File: config.mk
export PLATFORM = sky130hd
export DESIGN_NAME = eightbyte_slot_packer
export DESIGN_NICKNAME = d
export VERILOG_FILES = /design/src/sv/esp_pkg.sv /design/src/sv/esp_ram.sv /design/src/sv/eightbyte_slot_packer.sv
export SDC_FILE = /design/constraint.sdc
export NUM_CORES = 1
export LEC_CHECK = 0
export ABC_AREA = 1
export BUFFER_PORTS_ARGS = -buffer_cell sky130_fd_sc_hd__buf_2
export CAP_MARGIN = 10
export CORE_UTILIZATION = 48
export DETAILED_ROUTE_END_ITERATION = 10
export PLACE_DENSITY = 0.64
export SLEW_MARGIN = 20
export SYNTH_ARGS = -nofsm -noshare
export SYNTH_HDL_FRONTEND = slang
export SYNTH_SLANG_ARGS = --single-unit
File: constraint.sdc
create_clock -name clk -period 9.5 [get_ports clk]
set_input_delay 0.475 -clock clk [delete_from_list [all_inputs] [get_ports clk]]
set_output_delay 0.475 -clock clk [all_outputs]
set_load 0.05 [all_outputs]
File: src/sv/esp_pkg.sv
`timescale 1ns / 1ps

package esp_pkg;

  localparam int MAX_SLOTS_DEF = 64;
  localparam logic [3:0] SLOT_BYTES = 4'd8;

  // data class codes
  localparam logic [2:0] CL_NONE        = 3'd0;
  localparam logic [2:0] CL_INTEGER     = 3'd1;
  localparam logic [2:0] CL_SSE         = 3'd2;
  localparam logic [2:0] CL_X87         = 3'd4;
  localparam logic [2:0] CL_X87UP       = 3'd5;
  localparam logic [2:0] CL_COMPLEX_X87 = 3'd6;
  localparam logic [2:0] CL_MEMORY      = 3'd7;

  typedef enum logic [2:0] {
    REQ_INIT    = 3'd0,
    REQ_PLACE   = 3'd1,
    REQ_RCLR    = 3'd2,
    REQ_RESTORE = 3'd3,
    REQ_READ    = 3'd4
  } req_t;

  typedef enum logic [1:0] {
    ST_OK       = 2'd0,
    ST_BAD_ARG  = 2'd1,
    ST_BOUNDS   = 2'd2,
    ST_OVERFLOW = 2'd3
  } status_t;

  // abi class merge of two classes
  function automatic logic [2:0] merge_class(input logic [2:0] a, input logic [2:0] b);
    logic [2:0] r;
    if (a == b) begin
      r = a;
    end else if (a == CL_NONE) begin
      r = b;
    end else if (b == CL_NONE) begin
      r = a;
    end else if (a == CL_MEMORY || b == CL_MEMORY) begin
      r = CL_MEMORY;
    end else if (a == CL_INTEGER || b == CL_INTEGER) begin
      r = CL_INTEGER;
    end else if (a == CL_X87 || b == CL_X87 || a == CL_X87UP || b == CL_X87UP ||
                 a == CL_COMPLEX_X87 || b == CL_COMPLEX_X87) begin
      r = CL_MEMORY;
    end else begin
      r = CL_SSE;
    end
    return r;
  endfunction

  // off mod a for a fill offset of at most 8, a nonzero
  function automatic logic [6:0] align_rem(input logic [3:0] off, input logic [6:0] a);
    logic [3:0] un;
    if (a > 7'd8) begin
      un = off;
    end else begin
      unique case (a[3:0])
        4'd1:    un = 4'd0;
        4'd2:    un = {3'b000, off[0]};
        4'd3:    un = (off >= 4'd6) ? (off - 4'd6) : ((off >= 4'd3) ? (off - 4'd3) : off);
        4'd4:    un = {2'b00, off[1:0]};
        4'd5:    un = (off >= 4'd5) ? (off - 4'd5) : off;
        4'd6:    un = (off >= 4'd6) ? (off - 4'd6) : off;
        4'd7:    un = (off >= 4'd7) ? (off - 4'd7) : off;
        4'd8:    un = {1'b0, off[2:0]};
        default: un = off;
      endcase
    end
    return {3'b000, un};
  endfunction

endpackage

File: src/sv/esp_ram.sv
`timescale 1ns / 1ps

module esp_ram #(
  parameter int WIDTH = 8,
  parameter int DEPTH = 64,
  parameter int AW    = (DEPTH > 1) ? $clog2(DEPTH) : 1
) (
  input  logic             clk,
  input  logic             we,
  input  logic [AW-1:0]    waddr,
  input  logic [WIDTH-1:0] wdata,
  input  logic [AW-1:0]    raddr,
  output logic [WIDTH-1:0] rdata
);

  logic [WIDTH-1:0] mem [DEPTH];

  always_ff @(posedge clk) begin
    if (we) mem[waddr] <= wdata;
    rdata <= mem[raddr];
  end

endmodule

File: src/sv/eightbyte_slot_packer.sv
`timescale 1ns / 1ps
// request flow: init, restore and rejected requests pass S_DISP, S_ORD and S_OUT; an entry read
//   adds S_ERD and S_ELD, a class range reset walks S_WALK across the slots in range, and a
//   place runs S_RD, S_ADV and S_PUT per slot touched, with S_RD2 and S_LD between S_ADV and
//   S_PUT when it has to step to a fresh slot; a step that runs off the table end goes to S_ORD
// throughput: one request at a time, the next can transfer in the cycle after the result is
//   loaded; S_OUT holds while the result register stays full; the place loop sets the pace
// reset: synchronous, clears slot classes and fills (valid bits), current slot, active slots
//   to MAX_SLOTS and the slot count register to MAX_SLOTS; no clearing pass is needed

module eightbyte_slot_packer #(
  parameter int MAX_SLOTS = esp_pkg::MAX_SLOTS_DEF
) (
  input  logic        clk,
  input  logic        rst,
  // configuration write: slots_in_use
  input  logic        cfg_valid,
  output logic        cfg_ready,
  input  logic [6:0]  cfg_data,
  // request stream
  input  logic        s_tvalid,
  output logic        s_tready,
  // from bit 0: data_class[3], data_size[10], alignment[7], entry_index[7],
  // range_count[7], pos_offset[4], zero fill
  input  logic [39:0] s_tdata,
  // from bit 0: req_type[3]
  input  logic [2:0]  s_tuser,
  // result stream
  output logic        m_tvalid,
  input  logic        m_tready,
  // from bit 0: ref_index[6], ref_offset[4], cur_index[7], cur_offset[4],
  // entry_class[3], entry_fill[4], zero fill
  output logic [31:0] m_tdata,
  // from bit 0: status[2]
  output logic [1:0]  m_tuser
);

  import esp_pkg::*;

  localparam int AW = (MAX_SLOTS > 1) ? $clog2(MAX_SLOTS) : 1;
  localparam logic [10:0] MAX_W = 11'(MAX_SLOTS);

  typedef enum logic [3:0] {
    S_IDLE, S_DISP, S_RD, S_ADV, S_RD2, S_LD, S_PUT, S_WALK,
    S_ERD, S_ELD, S_ORD, S_OUT
  } state_t;

  state_t state;

  // configuration and table control
  logic [6:0] slots_in_use;
  logic [6:0] active;
  logic [6:0] cur;
  logic [MAX_SLOTS-1:0] cls_vld;
  logic [MAX_SLOTS-1:0] fil_vld;
  logic [MAX_SLOTS-1:0] restore_vld;

  // latched request
  req_t       req_r;
  logic [2:0] cls_in;
  logic [9:0] size_r;
  logic [6:0] align_r;
  logic [6:0] idx_r;
  logic [6:0] cnt_r;
  logic [3:0] pos_r;

  // work registers
  logic [6:0] wi;
  logic [6:0] wend;
  logic [3:0] off_r;
  logic [2:0] cls_r;
  logic       first;
  status_t    st;
  logic [5:0] ri;
  logic [3:0] ro;
  logic [2:0] ec;
  logic [3:0] ef;

  // slot memories
  logic [AW-1:0] addr;
  logic          cls_we, fil_we;
  logic [2:0]    cls_wdata, c_rdata;
  logic [3:0]    fil_wdata, f_rdata;
  logic          rd_cvld, rd_fvld;
  logic [2:0]    q_cls;
  logic [3:0]    q_fil;

  // place arithmetic
  logic [6:0] un;
  logic [6:0] pad;
  logic [7:0] padded;
  logic       adv;
  logic [3:0] avail;
  logic [3:0] chunk;
  logic [7:0] rsum;
  logic       restore_ok;
  logic       restore_wr;
  logic       out_free;

  assign cfg_ready = 1'b1;
  assign s_tready  = (state == S_IDLE);
  assign out_free  = !m_tvalid || m_tready;

  // entries never written since reset or init read as zero
  assign q_cls = rd_cvld ? c_rdata : CL_NONE;
  assign q_fil = rd_fvld ? f_rdata : 4'd0;

  always_comb begin
    unique case (state)
      S_WALK:        addr = AW'(wi);
      S_DISP, S_ERD: addr = AW'(idx_r);
      default:       addr = AW'(cur);
    endcase
  end

  // padding of the current slot to the alignment
  assign un     = align_rem(q_fil, align_r);
  assign pad    = (un != 7'd0) ? (align_r - un) : 7'd0;
  assign padded = {4'b0000, q_fil} + {1'b0, pad};
  assign adv    = (align_r == 7'd0) || (padded >= {4'b0000, SLOT_BYTES});

  assign avail = SLOT_BYTES - off_r;
  assign chunk = ({6'b000000, avail} < size_r) ? avail : size_r[3:0];

  assign rsum = {1'b0, idx_r} + {1'b0, cnt_r};

  assign restore_ok = (pos_r <= SLOT_BYTES && idx_r < active) ||
                      (pos_r == 4'd0 && idx_r == active);
  assign restore_wr = (state == S_DISP) && (req_r == REQ_RESTORE) && restore_ok &&
                      (idx_r < active);

  // every slot after the restored one drops back to empty
  always_comb begin
    for (int i = 0; i < MAX_SLOTS; i++) begin
      if (i > int'(idx_r)) begin
        restore_vld[i] = 1'b0;
      end else if (i == int'(idx_r) && restore_wr) begin
        restore_vld[i] = 1'b1;
      end else begin
        restore_vld[i] = fil_vld[i];
      end
    end
  end

  assign fil_we    = (state == S_PUT) || restore_wr;
  assign fil_wdata = (state == S_PUT) ? (off_r + chunk) : pos_r;
  assign cls_we    = (state == S_PUT) || (state == S_WALK);
  assign cls_wdata = (state == S_PUT) ? merge_class(cls_r, cls_in) : cls_in;

  esp_ram #(.WIDTH(3), .DEPTH(MAX_SLOTS), .AW(AW)) u_cls_ram (
    .clk   (clk),
    .we    (cls_we),
    .waddr (addr),
    .wdata (cls_wdata),
    .raddr (addr),
    .rdata (c_rdata)
  );

  esp_ram #(.WIDTH(4), .DEPTH(MAX_SLOTS), .AW(AW)) u_fil_ram (
    .clk   (clk),
    .we    (fil_we),
    .waddr (addr),
    .wdata (fil_wdata),
    .raddr (addr),
    .rdata (f_rdata)
  );

  always_ff @(posedge clk) begin
    // valid bits follow the registered memory read
    rd_cvld <= cls_vld[addr];
    rd_fvld <= fil_vld[addr];

    if (rst) begin
      state        <= S_IDLE;
      slots_in_use <= 7'(MAX_SLOTS);
      active       <= 7'(MAX_SLOTS);
      cur          <= 7'd0;
      cls_vld      <= '0;
      fil_vld      <= '0;
      m_tvalid     <= 1'b0;
    end else begin
      if (cfg_valid && cfg_ready) slots_in_use <= cfg_data;

      // a new result loaded in S_OUT takes over the register
      if (m_tvalid && m_tready && state != S_OUT) m_tvalid <= 1'b0;

      if (cls_we) cls_vld[addr] <= 1'b1;

      unique case (state)
        S_IDLE: begin
          if (s_tvalid) begin
            req_r   <= req_t'(s_tuser);
            cls_in  <= s_tdata[2:0];
            size_r  <= s_tdata[12:3];
            align_r <= s_tdata[19:13];
            idx_r   <= s_tdata[26:20];
            cnt_r   <= s_tdata[33:27];
            pos_r   <= s_tdata[37:34];
            st      <= ST_OK;
            ri      <= 6'd0;
            ro      <= 4'd0;
            ec      <= 3'd0;
            ef      <= 4'd0;
            first   <= 1'b1;
            state   <= S_DISP;
          end
        end

        S_DISP: begin
          unique case (req_r)
            REQ_INIT: begin
              state <= S_ORD;
              if (slots_in_use == 7'd0) begin
                st <= ST_BAD_ARG;
              end else if ({4'b0000, slots_in_use} > MAX_W) begin
                st <= ST_BOUNDS;
              end else begin
                cls_vld <= '0;
                fil_vld <= '0;
                cur     <= 7'd0;
                active  <= slots_in_use;
              end
            end
            REQ_PLACE: begin
              if (size_r == 10'd0) begin
                st    <= ST_BAD_ARG;
                state <= S_ORD;
              end else if (cur >= active) begin
                st    <= ST_OVERFLOW;
                state <= S_ORD;
              end else begin
                state <= S_RD;
              end
            end
            REQ_RCLR: begin
              if (idx_r >= active) begin
                st    <= ST_BOUNDS;
                state <= S_ORD;
              end else if (cnt_r == 7'd0) begin
                st    <= ST_BAD_ARG;
                state <= S_ORD;
              end else begin
                wi    <= idx_r;
                wend  <= (rsum > {1'b0, active}) ? active : rsum[6:0];
                state <= S_WALK;
              end
            end
            REQ_RESTORE: begin
              state <= S_ORD;
              if (!restore_ok) begin
                st <= ST_BOUNDS;
              end else begin
                fil_vld <= restore_vld;
                cur     <= idx_r;
              end
            end
            REQ_READ: begin
              if (idx_r >= active) begin
                st    <= ST_BOUNDS;
                state <= S_ORD;
              end else begin
                state <= S_ERD;
              end
            end
            default: begin
              st    <= ST_BAD_ARG;
              state <= S_ORD;
            end
          endcase
        end

        S_RD: state <= S_ADV;

        S_ADV: begin
          if (adv) begin
            // fresh slot, no padding applied to it
            cur <= cur + 7'd1;
            if ((cur + 7'd1) >= active) begin
              st    <= ST_OVERFLOW;
              state <= S_ORD;
            end else begin
              state <= S_RD2;
            end
          end else begin
            off_r <= padded[3:0];
            cls_r <= q_cls;
            state <= S_PUT;
          end
        end

        S_RD2: state <= S_LD;

        S_LD: begin
          off_r <= q_fil;
          cls_r <= q_cls;
          state <= S_PUT;
        end

        S_PUT: begin
          if (first) begin
            ri    <= cur[5:0];
            ro    <= off_r;
            first <= 1'b0;
          end
          fil_vld[addr] <= 1'b1;
          size_r  <= size_r - {6'b000000, chunk};
          align_r <= 7'd1;
          if (size_r == {6'b000000, chunk}) begin
            state <= S_ORD;
          end else begin
            state <= S_RD;
          end
        end

        S_WALK: begin
          wi <= wi + 7'd1;
          if ((wi + 7'd1) == wend) state <= S_ORD;
        end

        S_ERD: state <= S_ELD;

        S_ELD: begin
          ec    <= q_cls;
          ef    <= q_fil;
          state <= S_ORD;
        end

        S_ORD: state <= S_OUT;

        S_OUT: begin
          // hold here until the output register is free
          if (out_free) begin
            m_tvalid       <= 1'b1;
            m_tuser        <= st;
            m_tdata[5:0]   <= ri;
            m_tdata[9:6]   <= ro;
            m_tdata[16:10] <= cur;
            m_tdata[20:17] <= (cur < active) ? q_fil : 4'd0;
            m_tdata[23:21] <= ec;
            m_tdata[27:24] <= ef;
            m_tdata[31:28] <= 4'd0;
            state          <= S_IDLE;
          end
        end

        default: state <= S_IDLE;
      endcase
    end
  end

endmodule
=== Word-level counts from Yosys, hierarchy flattened ===
Memories as Yosys holds them, arrays and structs flattened. A register that Yosys moved wholly into a read port is not among the register bits.
Index checks and enable logic that the tools add are counted.

* Mux-type cells: 226
* Eq/ne operators: 184
* Reductions and logical operators: 180
* Bitwise logic cells: 7
* Add/subtract/negate cells: 12
* Magnitude comparators: 80

{| class="wikitable"
|+ Operators by type and width
! kind !! count
|-
| two-way mux 64 bit || 8
|-
| AND reduction 6 bit || 65
|-
| one-hot mux 64 bit (2 select lines) || 2
|-
| != test 4 x 2 -> 1 bit (second input constant) || 63
|-
| equality test 7 bit (first input constant) || 32
|-
| > comparator 6 x 7 -> 1 bit (first input constant) || 32
|-
| two-way mux 1 bit || 138
|-
| OR 64 bit || 2
|-
| equality test 6 x 7 -> 1 bit (first input constant) || 16
|-
| > comparator 5 x 7 -> 1 bit (first input constant) || 16
|-
| two-way mux 4 bit || 22
|-
| logical AND 1 bit || 72
|-
| two-way mux 7 bit || 10
|-
| equality test 5 x 7 -> 1 bit (first input constant) || 8
|-
| > comparator 4 x 7 -> 1 bit (first input constant) || 8
|-
| one-hot mux 7 bit (2 select lines) || 4
|-
| one-hot mux 4 bit (12 select lines) || 1
|-
| equality test 4 x 3 -> 1 bit (second input constant) || 8
|-
| one-hot mux 4 bit (8 select lines) || 1
|-
| two-way mux 3 bit || 10
|-
| equality test 4 x 7 -> 1 bit (first input constant) || 4
|-
| > comparator 3 x 7 -> 1 bit (first input constant) || 4
|-
| logical NOT 7 bit || 4
|-
| equality test 3 bit (second input constant) || 9
|-
| 66 further kinds || 150
|}

* Bits of input ports: 55
* Word-level logic and storage cells: 783
* Flip-flop bits (word level): 268
* Memories: 2
* Output and inout port bits: 37
* Bits in writable memories: 448

{| class="wikitable"
|+ Memories
! name !! depth !! width !! rd ports !! clocked after memory_dff !! write ports !! RTL line !! text
|-
| u_fil_ram.mem || 64 || 4 || 1 || 1 || 1 || esp_ram.sv:16 || <nowiki>logic [WIDTH-1:0] mem [DEPTH];</nowiki>
|-
| u_cls_ram.mem || 64 || 3 || 1 || 1 || 1 || esp_ram.sv:16 ||
|}

=== Longest topological paths before layout ===
Gate-level depths: netlist (run 1).

* Word-level depth: 13
* Gate-level depth with buffers: 26
* Mapped depth without buffers: 26

=== Hierarchy ===
From an unflattened synthesis (run 1), not the netlist that was laid out.

* Cell total of the unflattened synthesis: 3,926
* Area, all modules: 35,268.8 um^2

{| class="wikitable"
|+ Modules (own cells, without submodules)
! module !! seq. area each (um^2) !! cells each !! area an instance (um^2) !! instances
|-
| eightbyte_slot_packer || 6,486.2 || 2,226 || 16,160.5 || 1
|-
| esp_ram at u_fil_ram || 7,767.4 || 965 || 10,911.7 || 1
|-
| esp_ram at u_cls_ram || 5,825.6 || 735 || 8,196.6 || 1
|}

=== Worst setup path after synthesis (run 1) ===
No wires, ideal clock.

* Kind: register to register
* Start: register off_r[1]
* End: memory u_fil_ram.mem[0][3], data pin
* Setup slack: 3.562 ns
* Arrival: 5.237 ns
* Stages on the path, launching flop included: 16
* Library setup time: 0.701 ns
* Cell sequence: edfxtp_1 inv_1 ha_1 xor2_1 inv_1 ha_1 a21o_1 a21oi_1 nor3_1 o21ai_0 ha_1 a21oi_1 nand2_1 xor2_1 xnor2_1 o21ai_0

* Longest elaborated chain between the ends: 5

{| class="wikitable"
|+ RTL lines
! what !! RTL line !! text
|-
| from (decl) || eightbyte_slot_packer.sv:70 || <nowiki>logic [3:0] off_r;</nowiki>
|-
| from (signal assigned) || eightbyte_slot_packer.sv:285 || <nowiki>off_r <= padded[3:0];</nowiki>
|-
| from (signal assigned) || eightbyte_slot_packer.sv:294 || <nowiki>off_r <= q_fil;</nowiki>
|-
| subtractor 4 bit || eightbyte_slot_packer.sv:122 || <nowiki>assign avail = SLOT_BYTES - off_r;</nowiki>
|-
| less-than comparator 4 x 10 -> 1 bit || eightbyte_slot_packer.sv:123 || <nowiki>assign chunk = ({6'b000000, avail} < size_r) ? avail : size_r[3:0];</nowiki>
|-
| two-way mux 4 bit || eightbyte_slot_packer.sv:123 ||
|-
| adder 4 bit * || eightbyte_slot_packer.sv:146 || <nowiki>assign fil_wdata = (state == S_PUT) ? (off_r + chunk) : pos_r;</nowiki>
|-
| two-way mux 4 bit * || eightbyte_slot_packer.sv:146 ||
|-
| net fil_wdata[3] || eightbyte_slot_packer.sv:83 || <nowiki>logic [3:0] fil_wdata, f_rdata;</nowiki>
|-
| to (decl) || esp_ram.sv:16 ||
|}

Mark *: on every way through the listed nets, which the timed path passes. The rest lies on a longest branch.

=== Worst setup path after layout (run 1) ===
* Start: register state[3]
* End: register u_fil_ram.rdata[0] (read register of u_fil_ram.mem)

* Longest elaborated chain between the ends: 3

{| class="wikitable"
|+ RTL lines
! what !! RTL line !! text
|-
| from (decl) || eightbyte_slot_packer.sv:48 || <nowiki>state_t state;</nowiki>
|-
| from (signal assigned) || eightbyte_slot_packer.sv:174 || <nowiki>state <= S_IDLE;</nowiki>
|-
| from (signal assigned) || eightbyte_slot_packer.sv:205 || <nowiki>state <= S_DISP;</nowiki>
|-
| from (signal assigned) || eightbyte_slot_packer.sv:212 || <nowiki>state <= S_ORD;</nowiki>
|-
| equality test 4 x 1 -> 1 bit or equality test 4 bit (tied branches) || eightbyte_slot_packer.sv:109 || <nowiki>unique case (state)</nowiki>
|-
| OR reduction 2 bit || eightbyte_slot_packer.sv:109 ||
|-
| one-hot mux 6 bit (2 select lines) * || eightbyte_slot_packer.sv:109 ||
|-
| to (decl) || esp_ram.sv:13 || <nowiki>output logic [WIDTH-1:0] rdata</nowiki>
|}

Every way passes the cells marked *; elsewhere a longest branch is shown, timed or not.
A chain may end at the register's enable or synchronous reset.

==> impl_results.rst, run 1 <==
.. list-table::
   :header-rows: 1

   * - Metric
     - Value
   * - Antenna Nets Post-Route
     - 0
   * - Crit Reg-Reg Endpoint
     - u_fil_ram.rdata[0]
   * - Final hold violation count
     - 0
   * - Worst ir drop on vdd
     - 0.2743 mV
   * - Unrepaired setup endpoints after global routing
     - false
   * - Number of slew-limit violations in the final report
     - 0
   * - Crit Path Category
     - reg2reg
   * - Pint
     - 6.481 mW
   * - Pin count of the biggest net entering global routing
     - 65
   * - Leakage power summed over all cells
     - 13.40 nW
   * - Fraction of the core area covered by cells at the end of the flow
     - 54.39%
   * - Initial DRT Pass Iterations
     - 6
   * - Transition at the pin with the smallest max-transition slack
     - ~1000 ps
   * - I/O pin cnt
     - 92
   * - Layout Area Growth over Synthesis
     - 11.85%
   * - Starting density of the core
     - around half
   * - Critical Path Source Type
     - flip-flop
   * - WHS Endpoint
     - pos_r[1]
   * - Synth area leaders
     - sky130_fd_sc_hd__edfxtp_1 50%, sky130_fd_sc_hd__dfxtp_1 9.7%, sky130_fd_sc_hd__nand2_1 8.8%
   * - Cell-by-cell trace of the critical path
     - inv_1 -> nand2_1 -> nor2_4 -> inv_2 -> nor2_1 -> a21oi_1 -> nand2_2 -> inv_2 -> nand3_2 -> inv_2 -> buf_4 -> nand2_1 -> and3_1 -> nand3_1 -> nand2_1 -> nand2_1 -> nor2_1 -> nand2_1
   * - Floorplan die height
     - 266.1 um
   * - Fraction of power spent switching nets
     - approximately 40%
   * - Leftover overflow at the end of global routing
     - 0
   * - Number of gates resized after CTS
     - 0
   * - HPWL after detailed placement
     - roughly 64 mm
   * - Count of inserted antenna diode cells
     - 0
   * - Setup TNS
     - 0 ps
   * - Kind of cell with the highest combined delay on the critical path
     - simple AND/OR/NAND/NOR gates
   * - Arrival time worst endpoint
     - between 5000 and 6000 ps
   * - Most frequent cell after synthesis
     - sky130_fd_sc_hd__nand2_1
   * - Routability congestion estimate from global placement
     - 0.9921
   * - Count of max-cap constraint violations
     - 0
   * - Cell area power density
     - 287.5 nW/um^2
   * - Endpoint required time on the critical path
     - 10050 ps
   * - Endpoint kind of the worst setup timing path
     - flip-flop
   * - Cell area reported after detailed placement
     - about 35000 um^2
   * - Overall routing resource usage
     - 27.81%
   * - H-tree Lvls
     - 3
   * - Min Tclk post-route
     - 4801 ps
   * - 1st-iter DRT viols
     - 2914
   * - Skew final
     - between 20 and 30 ps
   * - Most used flip-flop cell after synthesis
     - sky130_fd_sc_hd__edfxtp_1
   * - Clock share of power
     - 28.2%
   * - Setup slack of the worst register-to-register path
     - 4700 ps
   * - Post-Syn Area
     - 33470 um^2
   * - Final routed DRC violation total
     - 0
   * - Clock tree from TritonCTS
     - yes
   * - Number of instances in the placed design
     - 4470
   * - Avg Vias per Cell
     - roughly 5.6
   * - Clock net sink count
     - ~720
   * - Row Count
     - 96
   * - Max Root-Sink Buffers
     - 3
   * - Portion of total power attributed to combinational logic
     - 36.0%
   * - Number of library cell types mapped by synthesis
     - 57
   * - Die area
     - 70790 um^2
   * - Number of antenna violations at the first check in global routing
     - 3
   * - Clock insertion delay at the later pin of the skew report
     - 640 ps
   * - Synthesized area per cell
     - 9.394 um^2
   * - Wire length of the first global-routing pass
     - ~150 mm
   * - CTS Root Buffer Type
     - sky130_fd_sc_hd__clkbuf_16
   * - Most frequent cells after synthesis
     - 789 x sky130_fd_sc_hd__nand2_1, 560 x sky130_fd_sc_hd__edfxtp_1, 503 x sky130_fd_sc_hd__nor2_1
   * - Relative slew slack
     - between 30% and 40%
   * - Post-detailed-routing wire length
     - 98.18 mm
   * - Number of standard cells in the layout, taps in and fillers out
     - roughly 4600
   * - Library cell appearing most often on the critical path
     - sky130_fd_sc_hd__nand2_1
   * - Fraction of layout instances using a drive strength above 1
     - 8.435%
   * - Seq cells post-synth
     - 723
   * - Class of the tightest hold or removal check
     - in2reg
   * - Number of endpoints failing setup at the final stage
     - 0
   * - Portion of total power attributed to sequential cells
     - a little over a third
   * - Final Instance Area
     - 37440 um^2
   * - Worst R2R Start
     - state[3]
   * - Placeable core region
     - 68830 um^2
   * - DR vias
     - 26040
   * - Largest area contributor in the netlist
     - sky130_fd_sc_hd__edfxtp_1
   * - Largest incremental delay on the critical path
     - 810 ps
   * - TritonCTS buffer count
     - 77
   * - Cell depth of the worst min-delay path
     - 1
   * - Slowest stage cell, crit path
     - sky130_fd_sc_hd__inv_2
   * - Post-route clock period utilization
     - 50.54%
   * - Switching power of the nets
     - 4.282 mW
   * - Outcome
     - complete, no violations
   * - Die width
     - 266.1 um
   * - Startpoint of the most critical hold path
     - s_tdata[35]
   * - Number of cells traversed by the worst register-to-register path
     - 18
   * - Post-Route Hold Slack
     - 28.63 ps
   * - Number of enable-type register cells in the synthesized netlist
     - 560
   * - Worst-path maximum fanout
     - 40
   * - Post-CTS clock slew at the launch and capture registers of the worst setup and hold paths
     - 60 ps
   * - Via count of the first global-routing pass
     - about 25000
   * - Buffers on Ports
     - between 80 and 90
   * - Drt wl/cell
     - 21.26 um
   * - Share of the synthesized area in the top cell type
     - 50.24%
   * - F_max
     - 208.3 MHz
   * - Synth Warn #
     - 0
   * - Count of buffering cells on the critical path with inverters included
     - 5
   * - Sequential-to-total area share from yosys stat
     - roughly three fifths
   * - Post-synth ARST share
     - 0%
   * - Count of nets after finishing
     - 3737
   * - Count of mapped cells out of synthesis
     - 3563
per-stage QoR:
step                      total power [mW]  worst slack, ps
after floorplan                      6.281             3562
after global placement               7.683             4852
after detailed placement             7.706             4829
after CTS                            10.72             4801
after global routing                 11.22             4461
final                                10.76             4699
power by group through the flow:
stage	Sequential, mW	Combinational, mW	Clock (mW)
final	3.86	3.87	3.03
after global routing	3.88	4.17	3.18
after CTS	3.86	3.80	3.06
after detailed placement	3.92	3.78	0
after global placement	3.92	3.77	0
after floorplan	3.89	2.39	0
flip-flops by register name, indices dropped and copies added (netlist names), 4 cells and up:
register,count
pos_r,4
ef,4
wi,7
idx_r,7
ri,6
size_r,10
cur,7
cnt_r,7
slots_in_use,7
cls_vld,64
u_fil_ram.rdata,4
state,4
u_fil_ram.mem,256
ro,4
u_cls_ram.mem,192
active,7
off_r,4
align_r,7
fil_vld,64
m_tdata,28
wend,7
worst max path at each step:
| stage | from | to | slack [ps] | depth (start not counted) |
|---|---|---|---|---|
| after floorplan | off_r[1] | u_fil_ram.mem[0][3] | 3560 | 15 |
| after global placement | state[3] | u_fil_ram.rdata[0] | 4850 | 18 |
| after detailed placement | state[3] | u_fil_ram.rdata[0] | 4830 | 18 |
| after CTS | state[3] | u_fil_ram.rdata[0] | 4800 | 18 |
| after global routing | rd_fvld | off_r[1] | 4460 | 18 |
| final | state[3] | u_fil_ram.rdata[0] | 4700 | 18 |
placed cells by master (no fill, tap or decap), types with 14 or more instances in the layout:
cell type / instances
sky130_fd_sc_hd__a21oi_1: 243
sky130_fd_sc_hd__a22o_1: 22
sky130_fd_sc_hd__a22oi_1: 24
sky130_fd_sc_hd__a31oi_1: 20
sky130_fd_sc_hd__buf_2: 84
sky130_fd_sc_hd__buf_4: 42
sky130_fd_sc_hd__clkbuf_1: 16
sky130_fd_sc_hd__clkbuf_16: 80
sky130_fd_sc_hd__clkinv_1: 14
sky130_fd_sc_hd__dfxtp_1: 163
sky130_fd_sc_hd__edfxtp_1: 560
sky130_fd_sc_hd__ha_1: 55
sky130_fd_sc_hd__inv_1: 359
sky130_fd_sc_hd__inv_2: 15
sky130_fd_sc_hd__nand2_1: 786
sky130_fd_sc_hd__nand3_1: 81
sky130_fd_sc_hd__nand4_1: 78
sky130_fd_sc_hd__nor2_1: 500
sky130_fd_sc_hd__nor3_1: 38
sky130_fd_sc_hd__o2111ai_1: 24
sky130_fd_sc_hd__o211ai_1: 16
sky130_fd_sc_hd__o21ai_0: 221
sky130_fd_sc_hd__o21ba_2: 14
sky130_fd_sc_hd__o22ai_1: 25
sky130_fd_sc_hd__o31ai_1: 17
sky130_fd_sc_hd__xor2_1: 22
routing by layer:
metal / up-vias / routed length (um) / global-route usage [%]
met3: 224 / 8083 / 5.065
li1: 12270 / - / -
met2: 1122 / 44780 / 43.82
met1: 12430 / 41850 / 38.29
met5: - / 11 / 0
met4: 2 / 3454 / 10.62
timing repair:
action	in CTS	in global routing
setup buffers	0	0
endpoints found under the hold margin	5	0
setup endpoints to repair	0	0
hold buffers	5	0
kinds of logic after synthesis:
kind of cell,count (synthesis),synth area share [%]
xor gates and xnor gates,32,0.8373
adders and majority gates,59,2.295
and+or+nand+nor,1526,18.56
buffers and inverters,531,6.235
other,2,0.02244
AOI/OAI and AO/OA,690,12.06
DFF,723,59.99
layout make-up:
cell class              count  area (um^2)
clock buffers             104         2172
clock inverters            39        369.1
fillers                  6163        31390
inverters                 378         1419
multi-input cells        2312        11450
flip-flops and latches    723        20080
well taps                 931         1165
repair buffers            131        785.8
Power figures use the tool's default switching activity.
==> run 2, diff against run 1 <==
PLACE_DENSITY = 0.66   (was 0.64)
clock period = 4 ns   (was 9.5 ns; I/O delays follow)
==> run 2 against run 1 <==
  * Die area did not move
  * Clock-buffer cell count shrank 3
  * Clock skew is 1.5 ps higher
  * Via count rose by 2.8%
  * Critical path type unchanged
  * Sequential cell count unchanged
  * Critical path depth down 2
  * Cell area up 3.7%
  * Total power increased by 140%
  * Routed wire length up 1.5%
  * Setup slack got worse by 4400 ps
  * Sequential power is 140% higher
==> impl_results.rst, run 2 (synthesized netlist as in run 1, its figures left out) <==
.. list-table::
   :header-rows: 1

   * - Metric
     - Value
   * - Critical Path Source Type
     - flip-flop (unchanged)
   * - Count of buffering cells on the critical path with inverters included
     - 4 (was 5)
   * - Final Instance Area
     - 38830 um^2 (was 37440 um^2)
   * - Number of filler cells placed in the layout
     - 6010 (was 6163)
   * - Number of cells traversed by the worst register-to-register path
     - 16 (was 18)
   * - Leakage power summed over all cells
     - 14.08 nW (was 13.40 nW)
   * - Overall routing resource usage
     - 28.05% (was 27.81%)
   * - 1st-iter DRT viols
     - 2991 (was 2914)
   * - Avg Vias per Cell
     - 5.638 (was 5.640)
   * - Max reg flops
     - 256 (unchanged)
   * - Row Count
     - 96 (unchanged)
   * - Highest-count cells in the layout ignoring fill and taps
     - 784 x sky130_fd_sc_hd__nand2_1, 560 x sky130_fd_sc_hd__edfxtp_1, 496 x sky130_fd_sc_hd__nor2_1, 358 x sky130_fd_sc_hd__inv_1, 244 x sky130_fd_sc_hd__a21oi_1 (was 786 x sky130_fd_sc_hd__nand2_1, 560 x sky130_fd_sc_hd__edfxtp_1, 500 x sky130_fd_sc_hd__nor2_1, 359 x sky130_fd_sc_hd__inv_1, 243 x sky130_fd_sc_hd__a21oi_1)
   * - Post-route clock period utilization
     - 92.87% (was 50.54%)
   * - Final routed DRC violation total
     - 0 (unchanged)
   * - Cell depth of the worst min-delay path
     - 4 (was 1)
   * - Routability congestion estimate from global placement
     - 1.011 (was 0.9921)
   * - Starting density of the core
     - 48.63% (unchanged)
   * - Startpoint of the most critical hold path
     - cfg_valid (was s_tdata[35])
   * - Cell area power density
     - 676.4 nW/um^2 (was 287.5 nW/um^2)
   * - Number of antenna violations at the first check in global routing
     - 2 (was 3)
   * - Count of nets after finishing
     - 3870 (was 3737)
   * - Setup slack of the worst register-to-register path
     - 290 ps (was 4700 ps)
   * - Antenna Nets Post-Route
     - 0 (unchanged)
   * - Die width
     - 266.1 um (unchanged)
   * - Worst ir drop on vdd
     - 0.6232 mV (was 0.2743 mV)
   * - Most Used Layer, Global Route
     - met2 (unchanged)
   * - Via count of the first global-routing pass
     - 24990 (was 24930)
   * - Max Root-Sink Buffers
     - 3 (unchanged)
   * - Final hold violation count
     - 0 (unchanged)
   * - Setup TNS
     - 0 ps (unchanged)
   * - Largest incremental delay on the critical path
     - 520 ps (was 810 ps)
   * - Unrepaired setup endpoints after global routing
     - false (unchanged)
   * - Worst-path maximum fanout
     - 64 (was 40)
   * - Post-Route Hold Slack
     - 35.94 ps (was 28.63 ps)
   * - Regs by FF count
     - u_fil_ram.mem (256), u_cls_ram.mem (192) (unchanged)
   * - Register Area
     - 20080 um^2 (about the same)
   * - Post-detailed-routing wire length
     - 99.62 mm (was 98.18 mm)
   * - Initial DRT Pass Iterations
     - 6 (unchanged)
   * - Number of endpoints failing setup at the final stage
     - 0 (unchanged)
   * - Worst path depth
     - 16 (was 18)
   * - CTS Root Buffer Type
     - sky130_fd_sc_hd__clkbuf_16 (unchanged)
   * - Die area
     - 70790 um^2 (unchanged)
   * - Pin count of the biggest net entering global routing
     - 65 (unchanged)
   * - Fraction of met3 tracks used by global routing
     - 5.287% (was 5.065%)
   * - Worst R2R Start
     - off_r[0] (was state[3])
   * - Library cell appearing most often on the critical path
     - sky130_fd_sc_hd__ha_1 (was sky130_fd_sc_hd__nand2_1)
   * - Relative slew slack
     - 28.53% (was 31.85%)
   * - Class of the tightest hold or removal check
     - in2reg (unchanged)
   * - Cell-by-cell trace of the critical path
     - inv_1 -> ha_1 -> xor2_1 -> inv_1 -> ha_1 -> a21o_1 -> a21oi_1 -> nor3_1 -> buf_4 -> nand2_1 -> o21ai_0 -> ha_1 -> fa_1 -> nand2_1 -> nand2_2 -> buf_4 (was inv_1 -> nand2_1 -> nor2_4 -> inv_2 -> nor2_1 -> a21oi_1 -> nand2_2 -> inv_2 -> nand3_2 -> inv_2 -> buf_4 -> nand2_1 -> and3_1 -> nand3_1 -> nand2_1 -> nand2_1 -> nor2_1 -> nand2_1)
   * - Endpoint kind of the worst setup timing path
     - flip-flop (unchanged)
   * - Outcome
     - complete, no violations (unchanged)
   * - Placeable core region
     - 68830 um^2 (unchanged)
   * - Buffers on Ports
     - 84 (unchanged)
   * - Crit Path Category
     - reg2reg (unchanged)
   * - Number of slew-limit violations in the final report
     - 0 (unchanged)
   * - Multi-input gate area in the final layout
     - 11470 um^2 (was 11450 um^2)
   * - Post-CTS clock slew at the launch and capture registers of the worst setup and hold paths
     - 70 ps (was 60 ps)
   * - Count of max-cap constraint violations
     - 0 (unchanged)
   * - Slowest stage cell, crit path
     - sky130_fd_sc_hd__fa_1 (was sky130_fd_sc_hd__inv_2)
   * - Leftover overflow at the end of global routing
     - 0 (unchanged)
   * - Register with the highest flop count
     - u_fil_ram.mem (unchanged)
   * - Arrival time worst endpoint
     - 4040 ps (was 5350 ps)
   * - Wire length of the first global-routing pass
     - 149.0 mm (was 148.4 mm)
   * - Kind of cell with the highest combined delay on the critical path
     - adder cells (was simple AND/OR/NAND/NOR gates)
   * - Transition at the pin with the smallest max-transition slack
     - 1062 ps (was 1017 ps)
   * - F_max
     - 269.2 MHz (was 208.3 MHz)
   * - Layout Area Growth over Synthesis
     - 16.00% (was 11.85%)
   * - Clock insertion delay at the later pin of the skew report
     - 630 ps (was 640 ps)
   * - Sum of internal, switching and leakage power
     - 26.26 mW (was 10.76 mW)
   * - Crit Reg-Reg Endpoint
     - u_fil_ram.mem[44][1] (was u_fil_ram.rdata[0])
   * - Most common cell after layout, fill and taps aside
     - sky130_fd_sc_hd__nand2_1 (unchanged)
   * - Met1 track demand over resource
     - 38.20% (was 38.29%)
   * - Clock net sink count
     - 723 (unchanged)
   * - WHS Endpoint
     - slots_in_use[6] (was pos_r[1])
   * - Cell area reported after detailed placement
     - 35650 um^2 (was 34830 um^2)
   * - DR vias
     - 26780 (was 26040)
   * - Endpoint required time on the critical path
     - 4330 ps (was 10050 ps)
   * - H-tree Lvls
     - 3 (unchanged)
   * - TritonCTS buffer count
     - 75 (was 77)
   * - Fraction of layout instances using a drive strength above 1
     - 10.56% (was 8.435%)
   * - I/O pin cnt
     - 92 (unchanged)
   * - Met2 capacity usage during global routing
     - 44.38% (was 43.82%)
   * - Floorplan die height
     - 266.1 um (unchanged)
   * - Drt wl/cell
     - 20.97 um (was 21.26 um)
   * - Skew final
     - 30.66 ps (was 29.19 ps)
   * - Clock tree from TritonCTS
     - yes (unchanged)
   * - Min Tclk post-route
     - 3715 ps (was 4801 ps)
   * - HPWL after detailed placement
     - 68.45 mm (was 63.59 mm)
[run 2: area by class of cell]
type	count	area share (%)
Multi-Input combinational cell	2312	29.55
Inverter	378	3.654
Timing Repair Buffer	266	5.568
Tap cell	931	3.000
Antenna cell	2	0.01289
Clock buffer	101	5.427
Sequential cell	723	51.72
Clock inverter	37	1.067
[run 2: how the worst max path moves through the flow]
stage | startpoint | end | slack, ps
6_report | off_r[0] | u_fil_ram.mem[44][1] | 290
5_1_grt | align_r[3] | cur[5] | 9
4_1_cts | off_r[0] | size_r[9] | 100
3_5_place_dp | off_r[0] | size_r[9] | 90
3_3_place_gp | off_r[0] | u_fil_ram.mem[44][3] | 160
2_1_floorplan | state[1] | u_cls_ram.mem[0][1] | -510
[run 2: metrics by stage]
| stage | instances | utilization [%] | setup WS [ps] |
|---|---|---|---|
| after floorplan | 3566 | - | -506.9 |
| after global placement | 4549 | 51.80 | 163.8 |
| after detailed placement | 4549 | 51.80 | 90.41 |
| after CTS | 4744 | 56.29 | 102.0 |
| after global routing | 4748 | 56.41 | 8.937 |
| final | 4750 | 56.41 | 285.0 |
[run 2: timing repair]
item / in CTS / in global routing
endpoints found under the hold margin: 50 / 0
resized for setup: 0 / 18
buffers inserted: 0 / 4
hold buffers: 57 / 0
setup endpoints to repair: 0 / 82
[run 2: power by group]
group / internal [mW] / switching [mW]
Combinational: 2.95 / 7.00
Clock: 4.18 / 2.98
Sequential: 8.83 / 0.323
Total: 16.0 / 10.3
[run 2: worst reg2reg max path: stages, from the launching register on]
cell and delay, ps:
sky130_fd_sc_hd__edfxtp_1 430, sky130_fd_sc_hd__inv_1 100, sky130_fd_sc_hd__ha_1 150, sky130_fd_sc_hd__xor2_1 200, sky130_fd_sc_hd__inv_1 60, sky130_fd_sc_hd__ha_1 260, sky130_fd_sc_hd__a21o_1 180, sky130_fd_sc_hd__a21oi_1 130
sky130_fd_sc_hd__nor3_1 60, sky130_fd_sc_hd__buf_4 160, sky130_fd_sc_hd__nand2_1 50, sky130_fd_sc_hd__o21ai_0 120, sky130_fd_sc_hd__ha_1 240, sky130_fd_sc_hd__fa_1 520, sky130_fd_sc_hd__nand2_1 60, sky130_fd_sc_hd__nand2_2 100
sky130_fd_sc_hd__buf_4 490
[run 2: metal layers]
| metal | part of all wire [%] | vias to the layer above | routed length [um] |
|---|---|---|---|
| met1 | 42 | 12800 | 41600 |
| li1 | - | 12530 | - |
| met2 | 46 | 1216 | 45700 |
| met3 | 8.5 | 238 | 8434 |
| met4 | 3.9 | 2 | 3876 |
| met5 | 0.012 | - | 12 |
